===== src/rtl/core/rld_pkg.sv =====
// Shared constants, types and helpers for the run-length digit encoder.
package rld_pkg;

    localparam int MAX_RUN       = 9;
    localparam int LITERAL_LIMIT = 3;
    localparam int COUNT_W       = 4;
    localparam int QUEUE_DEPTH   = 4;
    localparam int QPTR_W        = $clog2(QUEUE_DEPTH);
    localparam int QFILL_W       = $clog2(QUEUE_DEPTH + 1);

    localparam logic [7:0] ASCII_ZERO = 8'h30;

    // One queued transaction group: the bytes caused by one input byte.
    typedef struct packed {
        logic [1:0]      cnt;
        logic [2:0][7:0] bytes;
        logic            is_end;
    } t_entry;

    function automatic logic [7:0] digit_of(input logic [COUNT_W-1:0] k);
        digit_of = ASCII_ZERO + {{(8 - COUNT_W){1'b0}}, k};
    endfunction

endpackage


===== src/rtl/core/rld_front.sv =====
// Front end: tracks the open run and turns each input byte into a queue entry.
module rld_front (
    input  logic                  i_clk,
    input  logic                  i_rst_n,
    input  logic                  i_valid,
    input  logic                  i_q_ready,
    input  logic [7:0]            i_byte,
    input  logic                  i_last,
    output logic                  o_ready,
    output logic                  o_push,
    output rld_pkg::t_entry       o_entry
);

    logic [7:0]                   r_held_char, n_held_char;
    logic [rld_pkg::COUNT_W-1:0]  r_run_count, n_run_count;
    logic                         r_holding, n_holding;

    logic                         same;
    logic [rld_pkg::COUNT_W-1:0]  inc;
    logic [rld_pkg::COUNT_W-1:0]  fk;
    logic [1:0]                   fl_n;
    logic [7:0]                   fl0, fl1;
    logic                         accept;
    rld_pkg::t_entry              ent;

    assign o_ready = i_q_ready;
    assign accept  = i_valid && i_q_ready;

    always_comb begin
        same = r_holding && (i_byte == r_held_char);
        inc  = r_run_count + rld_pkg::COUNT_W'(1);
        fk   = same ? inc : r_run_count;

        // Remainder flush of the held run with count fk.
        fl0 = r_held_char;
        fl1 = r_held_char;
        if (!r_holding || fk == '0) begin
            fl_n = 2'd0;
        end else if (fk < rld_pkg::COUNT_W'(rld_pkg::LITERAL_LIMIT)) begin
            fl_n = fk[1:0];
        end else begin
            fl_n = 2'd2;
            fl1  = rld_pkg::digit_of(fk);
        end

        ent.bytes  = {8'h00, fl1, fl0};
        ent.cnt    = 2'd0;
        ent.is_end = i_last;

        n_held_char = r_held_char;
        n_run_count = r_run_count;
        n_holding   = r_holding;

        if (same) begin
            if (inc == rld_pkg::COUNT_W'(rld_pkg::MAX_RUN)) begin
                // A full chunk goes out at once; the run stays open and empty.
                ent.bytes   = {8'h00,
                               rld_pkg::digit_of(rld_pkg::COUNT_W'(rld_pkg::MAX_RUN)),
                               r_held_char};
                ent.cnt     = 2'd2;
                n_run_count = '0;
            end else begin
                ent.cnt     = i_last ? fl_n : 2'd0;
                n_run_count = inc;
            end
        end else begin
            ent.cnt = fl_n;
            if (i_last) begin
                ent.bytes[fl_n] = i_byte;
                ent.cnt         = fl_n + 2'd1;
            end
            n_held_char = i_byte;
            n_holding   = 1'b1;
            n_run_count = rld_pkg::COUNT_W'(1);
        end

        if (i_last) begin
            n_held_char = '0;
            n_run_count = '0;
            n_holding   = 1'b0;
        end
    end

    assign o_entry = ent;
    assign o_push  = accept && (ent.cnt != 2'd0);

    always_ff @(posedge i_clk) begin
        if (!i_rst_n) begin
            r_held_char <= '0;
            r_run_count <= '0;
            r_holding   <= 1'b0;
        end else if (accept) begin
            r_held_char <= n_held_char;
            r_run_count <= n_run_count;
            r_holding   <= n_holding;
        end
    end

endmodule


===== src/rtl/core/rld_queue.sv =====
// Small register queue between the front end and the output serializer.
module rld_queue (
    input  logic            i_clk,
    input  logic            i_rst_n,
    input  logic            i_push,
    input  rld_pkg::t_entry i_entry,
    input  logic            i_pop,
    output logic            o_not_full,
    output logic            o_not_empty,
    output rld_pkg::t_entry o_head
);

    rld_pkg::t_entry                r_mem [rld_pkg::QUEUE_DEPTH];
    logic [rld_pkg::QPTR_W-1:0]     r_wr, n_wr;
    logic [rld_pkg::QPTR_W-1:0]     r_rd, n_rd;
    logic [rld_pkg::QFILL_W-1:0]    r_fill, n_fill;
    logic                           do_push, do_pop;

    assign o_not_full  = (r_fill != rld_pkg::QFILL_W'(rld_pkg::QUEUE_DEPTH));
    assign o_not_empty = (r_fill != '0);
    assign o_head      = r_mem[r_rd];

    assign do_push = i_push && o_not_full;
    assign do_pop  = i_pop && o_not_empty;

    always_comb begin
        n_wr   = do_push ? r_wr + rld_pkg::QPTR_W'(1) : r_wr;
        n_rd   = do_pop  ? r_rd + rld_pkg::QPTR_W'(1) : r_rd;
        n_fill = r_fill;
        if (do_push && !do_pop) begin
            n_fill = r_fill + rld_pkg::QFILL_W'(1);
        end else if (do_pop && !do_push) begin
            n_fill = r_fill - rld_pkg::QFILL_W'(1);
        end
    end

    always_ff @(posedge i_clk) begin
        if (!i_rst_n) begin
            r_wr   <= '0;
            r_rd   <= '0;
            r_fill <= '0;
        end else begin
            r_wr   <= n_wr;
            r_rd   <= n_rd;
            r_fill <= n_fill;
        end
    end

    always_ff @(posedge i_clk) begin
        if (do_push) begin
            r_mem[r_wr] <= i_entry;
        end
    end

endmodule


===== src/rtl/core/rld_back.sv =====
// Back end: sends the bytes of the head queue entry one transaction at a time.
module rld_back (
    input  logic            i_clk,
    input  logic            i_rst_n,
    input  logic            i_have,
    input  rld_pkg::t_entry i_head,
    input  logic            i_ready,
    output logic            o_valid,
    output logic [7:0]      o_byte,
    output logic            o_last,
    output logic            o_end,
    output logic            o_pop
);

    logic [1:0] r_pos, n_pos;
    logic       fire;

    assign o_valid = i_have;
    assign o_byte  = i_head.bytes[r_pos];
    assign o_last  = (r_pos == i_head.cnt - 2'd1);
    assign o_end   = o_last && i_head.is_end;
    assign fire    = i_have && i_ready;
    assign o_pop   = fire && o_last;

    always_comb begin
        n_pos = r_pos;
        if (fire) begin
            n_pos = o_last ? 2'd0 : r_pos + 2'd1;
        end
    end

    always_ff @(posedge i_clk) begin
        if (!i_rst_n) begin
            r_pos <= 2'd0;
        end else begin
            r_pos <= n_pos;
        end
    end

endmodule


===== src/rtl/core/run_length_digit_encoder.sv =====
// Top level of the run-length digit encoder: front end, entry queue, serializer.
//
//   Channel | Direction | Handshake                  | Payload
//   --------+-----------+----------------------------+-------------------------------------
//   in      | input     | i_in_valid / o_in_ready    | i_in_byte, i_in_last
//   out     | output    | o_out_valid / i_out_ready  | o_out_byte, o_out_last, o_out_end
//
// The front end takes one input transaction per cycle while the four-entry queue has room.
// Each input byte causes zero to three output bytes, which the serializer sends at one
// output transaction per ready cycle, so sustained throughput is set by the output byte count.
// Reset (synchronous, active low) clears the open run, the queue pointers and the serializer.
// A stalled output fills the queue; the input then stalls only once all four entries are taken.
module run_length_digit_encoder (
    input  logic       i_clk,
    input  logic       i_rst_n,
    input  logic       i_in_valid,
    output logic       o_in_ready,
    input  logic [7:0] i_in_byte,
    input  logic       i_in_last,
    output logic       o_out_valid,
    input  logic       i_out_ready,
    output logic [7:0] o_out_byte,
    output logic       o_out_last,
    output logic       o_out_end
);

    // Link between the stages: entries pushed by the front end, popped by the back end.
    rld_pkg::t_entry push_entry;
    rld_pkg::t_entry head_entry;
    logic            push;
    logic            pop;
    logic            q_not_full;
    logic            q_not_empty;

    // The front end keeps the held byte and run count and classifies each byte
    // into the group of output bytes it causes. Bytes that cause nothing
    // update the run and never reach the queue.
    rld_front u_front (
        .i_clk     (i_clk),
        .i_rst_n   (i_rst_n),
        .i_valid   (i_in_valid),
        .i_q_ready (q_not_full),
        .i_byte    (i_in_byte),
        .i_last    (i_in_last),
        .o_ready   (o_in_ready),
        .o_push    (push),
        .o_entry   (push_entry)
    );

    // The queue decouples the two sides so that output bursts do not stall input while it has room.
    rld_queue u_queue (
        .i_clk       (i_clk),
        .i_rst_n     (i_rst_n),
        .i_push      (push),
        .i_entry     (push_entry),
        .i_pop       (pop),
        .o_not_full  (q_not_full),
        .o_not_empty (q_not_empty),
        .o_head      (head_entry)
    );

    // The back end walks through the head entry, marking its final byte with
    // o_out_last, and with o_out_end when the entry closes the message.
    rld_back u_back (
        .i_clk   (i_clk),
        .i_rst_n (i_rst_n),
        .i_have  (q_not_empty),
        .i_head  (head_entry),
        .i_ready (i_out_ready),
        .o_valid (o_out_valid),
        .o_byte  (o_out_byte),
        .o_last  (o_out_last),
        .o_end   (o_out_end),
        .o_pop   (pop)
    );

endmodule


===== config.mk =====
export PLATFORM = sky130hd
export DESIGN_NAME = run_length_digit_encoder
export DESIGN_NICKNAME = d
export VERILOG_FILES = /design/src/rtl/core/rld_pkg.sv /design/src/rtl/core/rld_front.sv /design/src/rtl/core/rld_queue.sv /design/src/rtl/core/rld_back.sv /design/src/rtl/core/run_length_digit_encoder.sv
export SDC_FILE = /design/constraint.sdc
export NUM_CORES = 1
export LEC_CHECK = 0
export ABC_AREA = 1
export CORE_ASPECT_RATIO = 1.2
export CORE_MARGIN = 5
export CORE_UTILIZATION = 45
export CTS_CLUSTER_DIAMETER = 30
export DETAILED_ROUTE_END_ITERATION = 7
export DONT_BUFFER_PORTS = 1
export PLACE_DENSITY_LB_ADDON = 0.2
export SKIP_LAST_GASP = 1
export SLEW_MARGIN = 5
export SYNTH_ARGS = -nofsm -noshare
export SYNTH_HDL_FRONTEND = slang
export SYNTH_SLANG_ARGS = --single-unit

===== constraint.sdc =====
create_clock -name i_clk -period 4.38 [get_ports i_clk]
set_clock_uncertainty 0.2 [all_clocks]
set_input_delay 0.876 -clock i_clk [delete_from_list [all_inputs] [get_ports i_clk]]
set_output_delay 0.876 -clock i_clk [all_outputs]
set_load 0.02 [all_outputs]

==> results of run 1 <==
## flip-flops by register name, summed over array words and instances, names as in the netlist, named ones only
signal               count
u_front.fl0              8
u_queue.r_rd             2
u_front.r_holding        1
u_queue.r_fill           3
u_back.r_pos             2
u_queue.r_mem          108
u_queue.r_wr             2
u_front.r_run_count      4
## worst register-to-register path: cells and delay by family, from the launching register on
kind | cells | cell delay, ns
AO/OA/AOI/OAI | 3 | 0.49
adder cells (fa/ha/maj) | 4 | 1.04
buffers and inverters | 4 | 0.40
XOR/XNOR | 1 | 0.38
AND/OR/NAND/NOR | 6 | 0.72
flip-flops | 1 | 0.42
## final cells by class
cell class                 count  area, um2
inverter                      62        234
sequential                   132       3720
fill                        1204       6650
multi-input combinational    395       2160
clock buffer                  17        425
timing repair buffer          12       90.1
clock inverter                15        144
tap                          171        214
## synth_stat cells (10+ instances only)
library cell | instances | area, um2
edfxtp_1 | 108 | 3240
nand2_1 | 92 | 345
nor2_1 | 78 | 293
o21ai_0 | 70 | 350
inv_1 | 47 | 176
dfxtp_1 | 24 | 480
a21oi_1 | 21 | 105
nand3_1 | 18 | 90.1
clkbuf_1 | 16 | 60.1
o221ai_1 | 16 | 140
nor3_1 | 13 | 65.1
inv_2 | 12 | 45.0
ha_1 | 11 | 138
nand2_2 | 10 | 62.6
## per-layer routing
metal  vias up  track usage [%]  share of wire (%)
li1       2166                -                  -
met1      2133             25.6                 42
met2       125             30.2                 49
met3        24             4.85                6.2
met4         0             7.31                1.9
met5         -                0                  0
## through the flow
stage / worst slack [ns] / instance area (um2) / cells
4_1_cts: 0.625 / 6990 / 804
3_3_place_gp: 0.354 / 6420 / 772
2_1_floorplan: 0.0374 / 6200 / 610
6_report: 0.648 / 6990 / 804
3_5_place_dp: 0.232 / 6420 / 772
5_1_grt: 0.302 / 6990 / 804
## where the power goes
part           internal [uW]  switching, uW  leakage [uW]  total [uW]
Clock                    793            551      0.000285        1340
Sequential              1480           66.0       0.00123        1540
Combinational            242            612       0.00115         854
## kinds of logic (layout without fill, tap and decap cells)
kind of cell	count (synthesis)	after routing	synth area share, %
simple gates	239	239	17.9
compound gates	139	139	13.6
flops	132	132	60.0
buf+inv	83	106	5.28
fa+ha+maj	12	12	2.54
xor+xnor	5	5	0.706
## worst max path at each step
stage          slack, ns                                start                             end
2_1_floorplan       0.04                         i_in_byte[7]   u_queue.r_mem[0][0]$_DFFE_PP_
3_3_place_gp        0.35                         i_in_byte[7]  u_queue.r_fill[1]$_SDFFE_PN0P_
3_5_place_dp        0.23                         i_in_byte[7]  u_queue.r_fill[1]$_SDFFE_PN0P_
4_1_cts             0.62  u_front.r_run_count[0]$_SDFFE_PN0P_  u_queue.r_fill[1]$_SDFFE_PN0P_
5_1_grt             0.30          u_front.fl0[6]$_SDFFE_PN0P_  u_queue.r_fill[1]$_SDFFE_PN0P_
6_report            0.65  u_front.r_run_count[0]$_SDFFE_PN0P_  u_queue.r_fill[1]$_SDFFE_PN0P_
==> impl_metrics.ini, run 1 <==
[detailed_routing]
viasPerCell = 5.53
firstDrtPassIters = 5
drc = 0
wl_um = 15000
antenna_left = 0
wl_per_cell_um = 18.7
vias = 4448
drtIter0Drc = 368

[logic_synthesis]
synth_nets = 635
avgSynthCellArea_um2 = 10.2
yosys_warnings = 0
ys.flop_type = edfxtp_1
async_flop_share_pct = 0
syn_area_um2 = 6200
synth_seq_cells = 132
yosysSeqAreaShare_pct = 60.0
netlist_instances = 610
yosys.cell_types.count = 41
synth_edf_count = 108

[clock_tree]
clock_path_buffers = 2
post_cts_resized = 0
cts_setup_buffers = 0
clk_latency_ns = 0.41
cts.sinks = 132
clk_pin_slew_ns = 0.06
hold_buffers = 0
cts-htree-levels = 4
tritoncts = yes
cts_root_buffer = clkbuf_16
numCtsBuffers = 17

[timing]
whs_ns = 0.276
setup_viol = 0
relSlewSlack_pct = 35.9
slew_violations = 0
post-route-period-util_pct = 85.2
rsz0062_at_grt = false
max_slew.worst_pin.slew_ns = 0.957
fmax_ghz = 0.268
hold_viol = 0
finalCriticalPeriod_ns = 3.73
setup_tns_ns = 0

[grt]
grtUsageTotal_pct = 19.3
grt-ovfl-total = 0
first_global_vias = 4349
grt_pass1_wl_um = 23600
grt_max_degree = 53
grt_antenna_before_repair = 0

[critical_path]
crit_fanout = 9
crit_cells = 18
path_buf_inv = 4
r2r_end = u_queue.r_fill[1]$_SDFFE_PN0P_
critPathMaxStageDelay_ns = 0.42
crit_path_frequent_cell = ha_1
endpoint_kind = flop
reg2reg_slack_ns = 0.65
worstSetupPathType = reg -> reg
cp.arrival_ns = 3.83
start_kind = flop
cp_top_family = adder cells
cp.required_ns = 4.48
worst_r2r_startpoint = u_front.r_run_count[0]$_SDFFE_PN0P_
critPathSlowestCell = dfxtp_1
crit_chain = ha_1 -> xor2_1 -> nand4_1 -> nand2_2 -> clkinv_2 -> nand3_4 -> nor3_1 -> buf_4 -> ha_1 -> a22oi_1 -> nand2_2 -> nand2_4 -> inv_1 -> ha_1 -> inv_1 -> fa_1 -> o21ai_0 -> a21oi_1
reg2regPathDepth = 18

[min_path]
min_path_type = reg -> reg
min_to = u_queue.r_rd[1]$_SDFFE_PN0P_
min_from = u_queue.r_rd[1]$_SDFFE_PN0P_
whs_path_depth = 2

[cells_and_area]
final_cell_mix = edfxtp_1, nand2_1, nor2_1
antennaDiodeCount = 0
drive_gt1_share_pct = 14.8
fin_nets = 645
post-route-util_pct = 51.3
syn2layout_area_growth_pct = 12.7
final_common_cell = edfxtp_1

[floorplanning]
core_area_um2 = 13600
die_x_um = 117
dieArea_um2 = 16200
start_util_pct = 45.5
num_io_pins = 25
row_count = 47
die_h_um = 139

[pwr]
peakVddDrop_mv = 0.256
p_leak_uw = 0.00267
power_density_nw_per_um2 = 535
p_total_uw = 3740

[placed_design]
portBuffers = 0
place_hpwl_um = 9830
place_congestion = 0.907

[run_status]
outcome = completed

[flow_run]
cap_viol_max_count = 0
Power figures use the tool's default switching activity.
==> run 2, diff against run 1 <==
CORE_MARGIN = unset   (was 5)
==> impl_metrics.ini, run 2 (synthesized netlist as in run 1, its figures left out) <==
[critical_path]
start_kind = flop
path_buf_inv = 5
crit_path_frequent_cell = inv_1
cp_top_family = simple AND/OR/NAND/NOR gates
crit_cells = 22
critPathMaxStageDelay_ns = 0.45
worstSetupPathType = reg -> reg
cp.required_ns = 4.47
critPathSlowestCell = dfxtp_1
reg2regPathDepth = 22
cp.arrival_ns = 3.96
worst_r2r_startpoint = u_front.fl0[7]$_SDFFE_PN0P_
startpoint = u_front.fl0[7]$_SDFFE_PN0P_
crit_fanout = 9
endpoint_kind = flop
crit_chain = inv_1 -> nand2_1 -> nand2_1 -> nor2_2 -> nand3_4 -> nand2_2 -> nand2_2 -> clkinv_2 -> nand3_4 -> nor3_1 -> inv_1 -> ha_1 -> or2_1 -> nand3_2 -> nand2_2 -> nand2_4 -> inv_1 -> ha_1 -> inv_1 -> fa_1 -> o21ai_0 -> a21oi_1

[floorplanning]
die_x_um = 109
dieArea_um2 = 14300
row_count = 46
core_area_um2 = 13400
num_io_pins = 25
start_util_pct = 46.5
die_h_um = 131

[timing]
whs_ns = 0.272
hold_viol = 0
setup_tns_ns = 0
relSlewSlack_pct = 32.0
fin_ws_ns = 0.512
finalCriticalPeriod_ns = 3.87
fmax_ghz = 0.259
max_slew.worst_pin.slew_ns = 1.02
post-route-period-util_pct = 88.3
rsz0062_at_grt = false
setup_viol = 0
slew_violations = 0

[pwr]
power_density_nw_per_um2 = 540
p_total_uw = 3770
peakVddDrop_mv = 0.273
comb_power_share_pct = 22.9
switching_share_pct = 32.4
internal_power_uw = 2550
p_switching_uw = 1220
p_leak_uw = 0.00264
pwr-share-seq_pct = 40.8
clock_power_share_pct = 36.4

[detailed_routing]
firstDrtPassIters = 5
antenna_left = 0
drc = 0
drtIter0Drc = 346
wl_per_cell_um = 18.7
viasPerCell = 5.64
wl_um = 14900
vias = 4503

[cells_and_area]
drive_gt1_share_pct = 14.6
antennaDiodeCount = 0
fillers = 1201
seqCellArea_um2 = 3720
final_cell_mix = edfxtp_1, nand2_1, nor2_1
largest_reg_flops = 108
fin_nets = 643
multi_input_area_um2 = 2160
post-route-util_pct = 52.3
final_common_cell = edfxtp_1
syn2layout_area_growth_pct = 12.6
largest-register = u_queue.r_mem

[grt]
grt_antenna_before_repair = 0
first_global_vias = 4280
grt_pass1_wl_um = 23000
grt-ovfl-total = 0
grt_max_degree = 49
grtUsageTotal_pct = 22.4

[placed_design]
place_hpwl_um = 9820
portBuffers = 0
place_congestion = 0.967
dpl_worst_slack_ns = 0.136

[clock_tree]
clk_pin_slew_ns = 0.06
hold_buffers = 0
numCtsBuffers = 17
cts_setup_buffers = 0
cts-htree-levels = 4
tritoncts = yes
post_cts_resized = 0
cts.sinks = 132
cts_root_buffer = clkbuf_16
clock_path_buffers = 2
clk_latency_ns = 0.41

[run_status]
outcome = completed

[min_path]
min_from = u_queue.r_rd[1]$_SDFFE_PN0P_
whs_path_depth = 2
min_path_type = reg -> reg

[flow_run]
cap_viol_max_count = 0
## run 2: cell types whose count changed in the layout (fill, tap and decap cells not counted)
cell / previous run / this run
clkinvlp_4: 0 / 5
inv_8: 1 / 0
clkinv_4: 5 / 3
inv_6: 5 / 2
bufinv_16: 1 / 2
buf_4: 12 / 10
## run 2: cell type report
class / instances / share of cell area [%]
sequential: 132 / 53.3
multi-input combinational: 395 / 31.0
clock buffer: 17 / 6.09
inverter: 62 / 3.35
tap: 168 / 3.01
clock inverter: 15 / 2.24
timing repair buffer: 10 / 1.07
## run 2: worst register-to-register path: stages (launching register included)
cell and delay [ns]:
dfxtp_1 0.45, inv_1 0.09, nand2_1 0.13, nand2_1 0.08, nor2_2 0.18, nand3_4 0.14, nand2_2 0.09, nand2_2 0.06
clkinv_2 0.07, nand3_4 0.08, nor3_1 0.31, inv_1 0.12, ha_1 0.30, or2_1 0.23, nand3_2 0.09, nand2_2 0.06
nand2_4 0.13, inv_1 0.06, ha_1 0.17, inv_1 0.09, fa_1 0.41, o21ai_0 0.15, a21oi_1 0.05
## run 2: metrics by stage
step	cell area, um2	std cells
6_report	6990	799
5_1_grt	6990	799
4_1_cts	6990	799
3_5_place_dp	6410	767
3_3_place_gp	6410	767
2_1_floorplan	6200	610
## run 2: layer usage
metal | track usage [%] | wire [um]
met1 | 27.8 | 6300
met5 | 0 | 0
met4 | 9.49 | 316
met2 | 37.8 | 7480
met3 | 4.96 | 854
## run 2: final timing paths
check                                                 endpoint  slack, ns
worst max-delay path            u_queue.r_fill[1]$_SDFFE_PN0P_       0.51
worst min-delay path                                      flop       0.27
worst max register to register  u_queue.r_fill[1]$_SDFFE_PN0P_       0.51
worst min register to register                            flop       0.27
## run 2: power by group through the flow
stage / logic, uW / registers, uW / clock network, uW
2_1_floorplan: 654 / 1540 / 0
3_3_place_gp: 851 / 1560 / 0
3_5_place_dp: 868 / 1560 / 0
4_1_cts: 874 / 1540 / 1400
5_1_grt: 955 / 1550 / 1450
6_report: 863 / 1540 / 1370
==> run 3, diff against run 2 <==
CORE_MARGIN = 4   (was unset)
REMOVE_ABC_BUFFERS = 1   (was unset)
==> impl_metrics.ini, run 3 (synthesized netlist as in run 1, its figures left out) <==
[grt]
grt_max_degree = 53
grtUsageTotal_pct = 19.8
grt-ovfl-total = 0
first_global_vias = 4232
grt_pass1_wl_um = 23100
grt_antenna_before_repair = 0

[critical_path]
critPathSlowestCell = dfxtp_1
cp.required_ns = 4.49
start_kind = flop
crit_fanout = 9
worst_r2r_startpoint = u_front.fl0[6]$_SDFFE_PN0P_
crit_path_frequent_cell = inv_1
worstSetupPathType = reg -> reg
reg2regPathDepth = 22
endpoint_kind = flop
r2r_end = u_queue.r_fill[1]$_SDFFE_PN0P_
critPathMaxStageDelay_ns = 0.42
crit_chain = inv_1 -> nand2_1 -> nand2_1 -> nor2_1 -> nand2_1 -> nor2_2 -> nand3_1 -> nand2_2 -> nand3_4 -> nor3_1 -> inv_1 -> ha_1 -> or2_1 -> nand3_2 -> nand2_2 -> nand2_4 -> inv_1 -> ha_1 -> inv_1 -> fa_1 -> o21ai_0 -> a21oi_1
startpoint = u_front.fl0[6]$_SDFFE_PN0P_
cp.arrival_ns = 3.90
critPathCapture = u_queue.r_fill[1]$_SDFFE_PN0P_
reg2reg_slack_ns = 0.59

[floorplanning]
row_count = 46
core_area_um2 = 13400
num_io_pins = 25
die_h_um = 137
dieArea_um2 = 15700
die_x_um = 115
start_util_pct = 46.5

[detailed_routing]
antenna_left = 0
wl_per_cell_um = 18.8
wl_um = 15100
drc = 0
viasPerCell = 5.58
firstDrtPassIters = 5
vias = 4487
drtIter0Drc = 362

[timing]
relSlewSlack_pct = 26.3
finalCriticalPeriod_ns = 3.79
setup_tns_ns = 0
fmax_ghz = 0.264
max_slew.worst_pin.slew_ns = 1.10
slew_violations = 0
post-route-period-util_pct = 86.6
rsz0062_at_grt = false
setup_viol = 0
hold_viol = 0

[clock_tree]
cts_setup_buffers = 0
numCtsBuffers = 17
tritoncts = yes
cts.sinks = 132
hold_buffers = 0
post_cts_resized = 0
clk_pin_slew_ns = 0.06
clock_path_buffers = 2
clk_latency_ns = 0.42
cts-htree-levels = 4
cts_root_buffer = clkbuf_16

[cells_and_area]
post-route-util_pct = 53.0
largest-register = u_queue.r_mem
final_cell_mix = edfxtp_1, nand2_1, nor2_1
syn2layout_area_growth_pct = 14.0
drive_gt1_share_pct = 15.1
antennaDiodeCount = 0
largest_reg_flops = 108
fin_nets = 648
final_common_cell = edfxtp_1

[min_path]
min_path_type = reg -> reg

[pwr]
power_density_nw_per_um2 = 551
p_leak_uw = 0.00269
peakVddDrop_mv = 0.401

[flow_run]
cap_viol_max_count = 0

[placed_design]
place_hpwl_um = 9580
place_congestion = 0.916
portBuffers = 0

[run_status]
outcome = completed
==> run 3: cell types whose count changed in the layout (fill, tap and decap cells not counted), sizes merged <==
cell      previous run  this run
buf                 10        15
bufinv               2         4
clkbuf              17        18
clkinv               9         7
clkinvlp             5         3
inv                 61        62
==> run 3: worst min-delay path by stage <==
stage                                             from                            to  slack [ns]  depth (start not counted)
after floorplan           u_queue.r_rd[1]$_SDFFE_PN0P_                          flop        0.24                          2
after global placement    u_queue.r_rd[1]$_SDFFE_PN0P_                          flop        0.25                          2
after detailed placement  u_queue.r_rd[0]$_SDFFE_PN0P_                          flop        0.27                          1
after CTS                 u_queue.r_rd[0]$_SDFFE_PN0P_                          flop        0.28                          1
after global routing      u_queue.r_rd[0]$_SDFFE_PN0P_                          flop        0.31                          1
final                     u_queue.r_rd[1]$_SDFFE_PN0P_  u_queue.r_rd[1]$_SDFFE_PN0P_        0.28                          2
==> run 3: stage by stage <==
stage	cell area [um2]	setup WS, ns	hold WS, ns	power (uW)	std cells
6_report	7070	0.587	0.277	3900	804
5_1_grt	7070	0.167	0.309	4090	804
4_1_cts	7070	0.573	0.276	3930	804
3_5_place_dp	6440	0.146	0.266	2440	772
3_3_place_gp	6440	0.274	0.252	2410	772
2_1_floorplan	6110	0.0372	0.241	2170	589
==> run 3: layout make-up <==
cell class	count	area, um2
clock buffers	18	429
clock inverters	14	200
fillers	1165	6280
inverters	62	234
multi-input cells	395	2160
flip-flops and latches	132	3720
well taps	168	210
repair buffers	15	113
==> run 3: worst max-delay path, delay by kind of cell, from the launching register on <==
family,cells,cell delay (ns)
DFF,1,0.42
buffers and inverters,4,0.38
adders and majority gates,3,0.88
AOI/OAI and AO/OA,2,0.20
and+or+nand+nor,13,1.59
==> run 3: report_power, final <==
part / internal [uW] / leakage (uW) / total [uW] / switching (uW)
sequential: 1480 / 0.00123 / 1530 / 55.2
combinational: 251 / 0.00116 / 871 / 620
clock: 959 / 0.000298 / 1500 / 537
==> run 3: metal layers <==
layer / vias up / track usage (%) / part of all wire [%]
met1: 2154 / 25.0 / 42
met2: 125 / 31.9 / 50
li1: 2173 / - / -
met4: 0 / 10.3 / 3.9
met5: - / 0 / 0
met3: 35 / 4.51 / 4.5
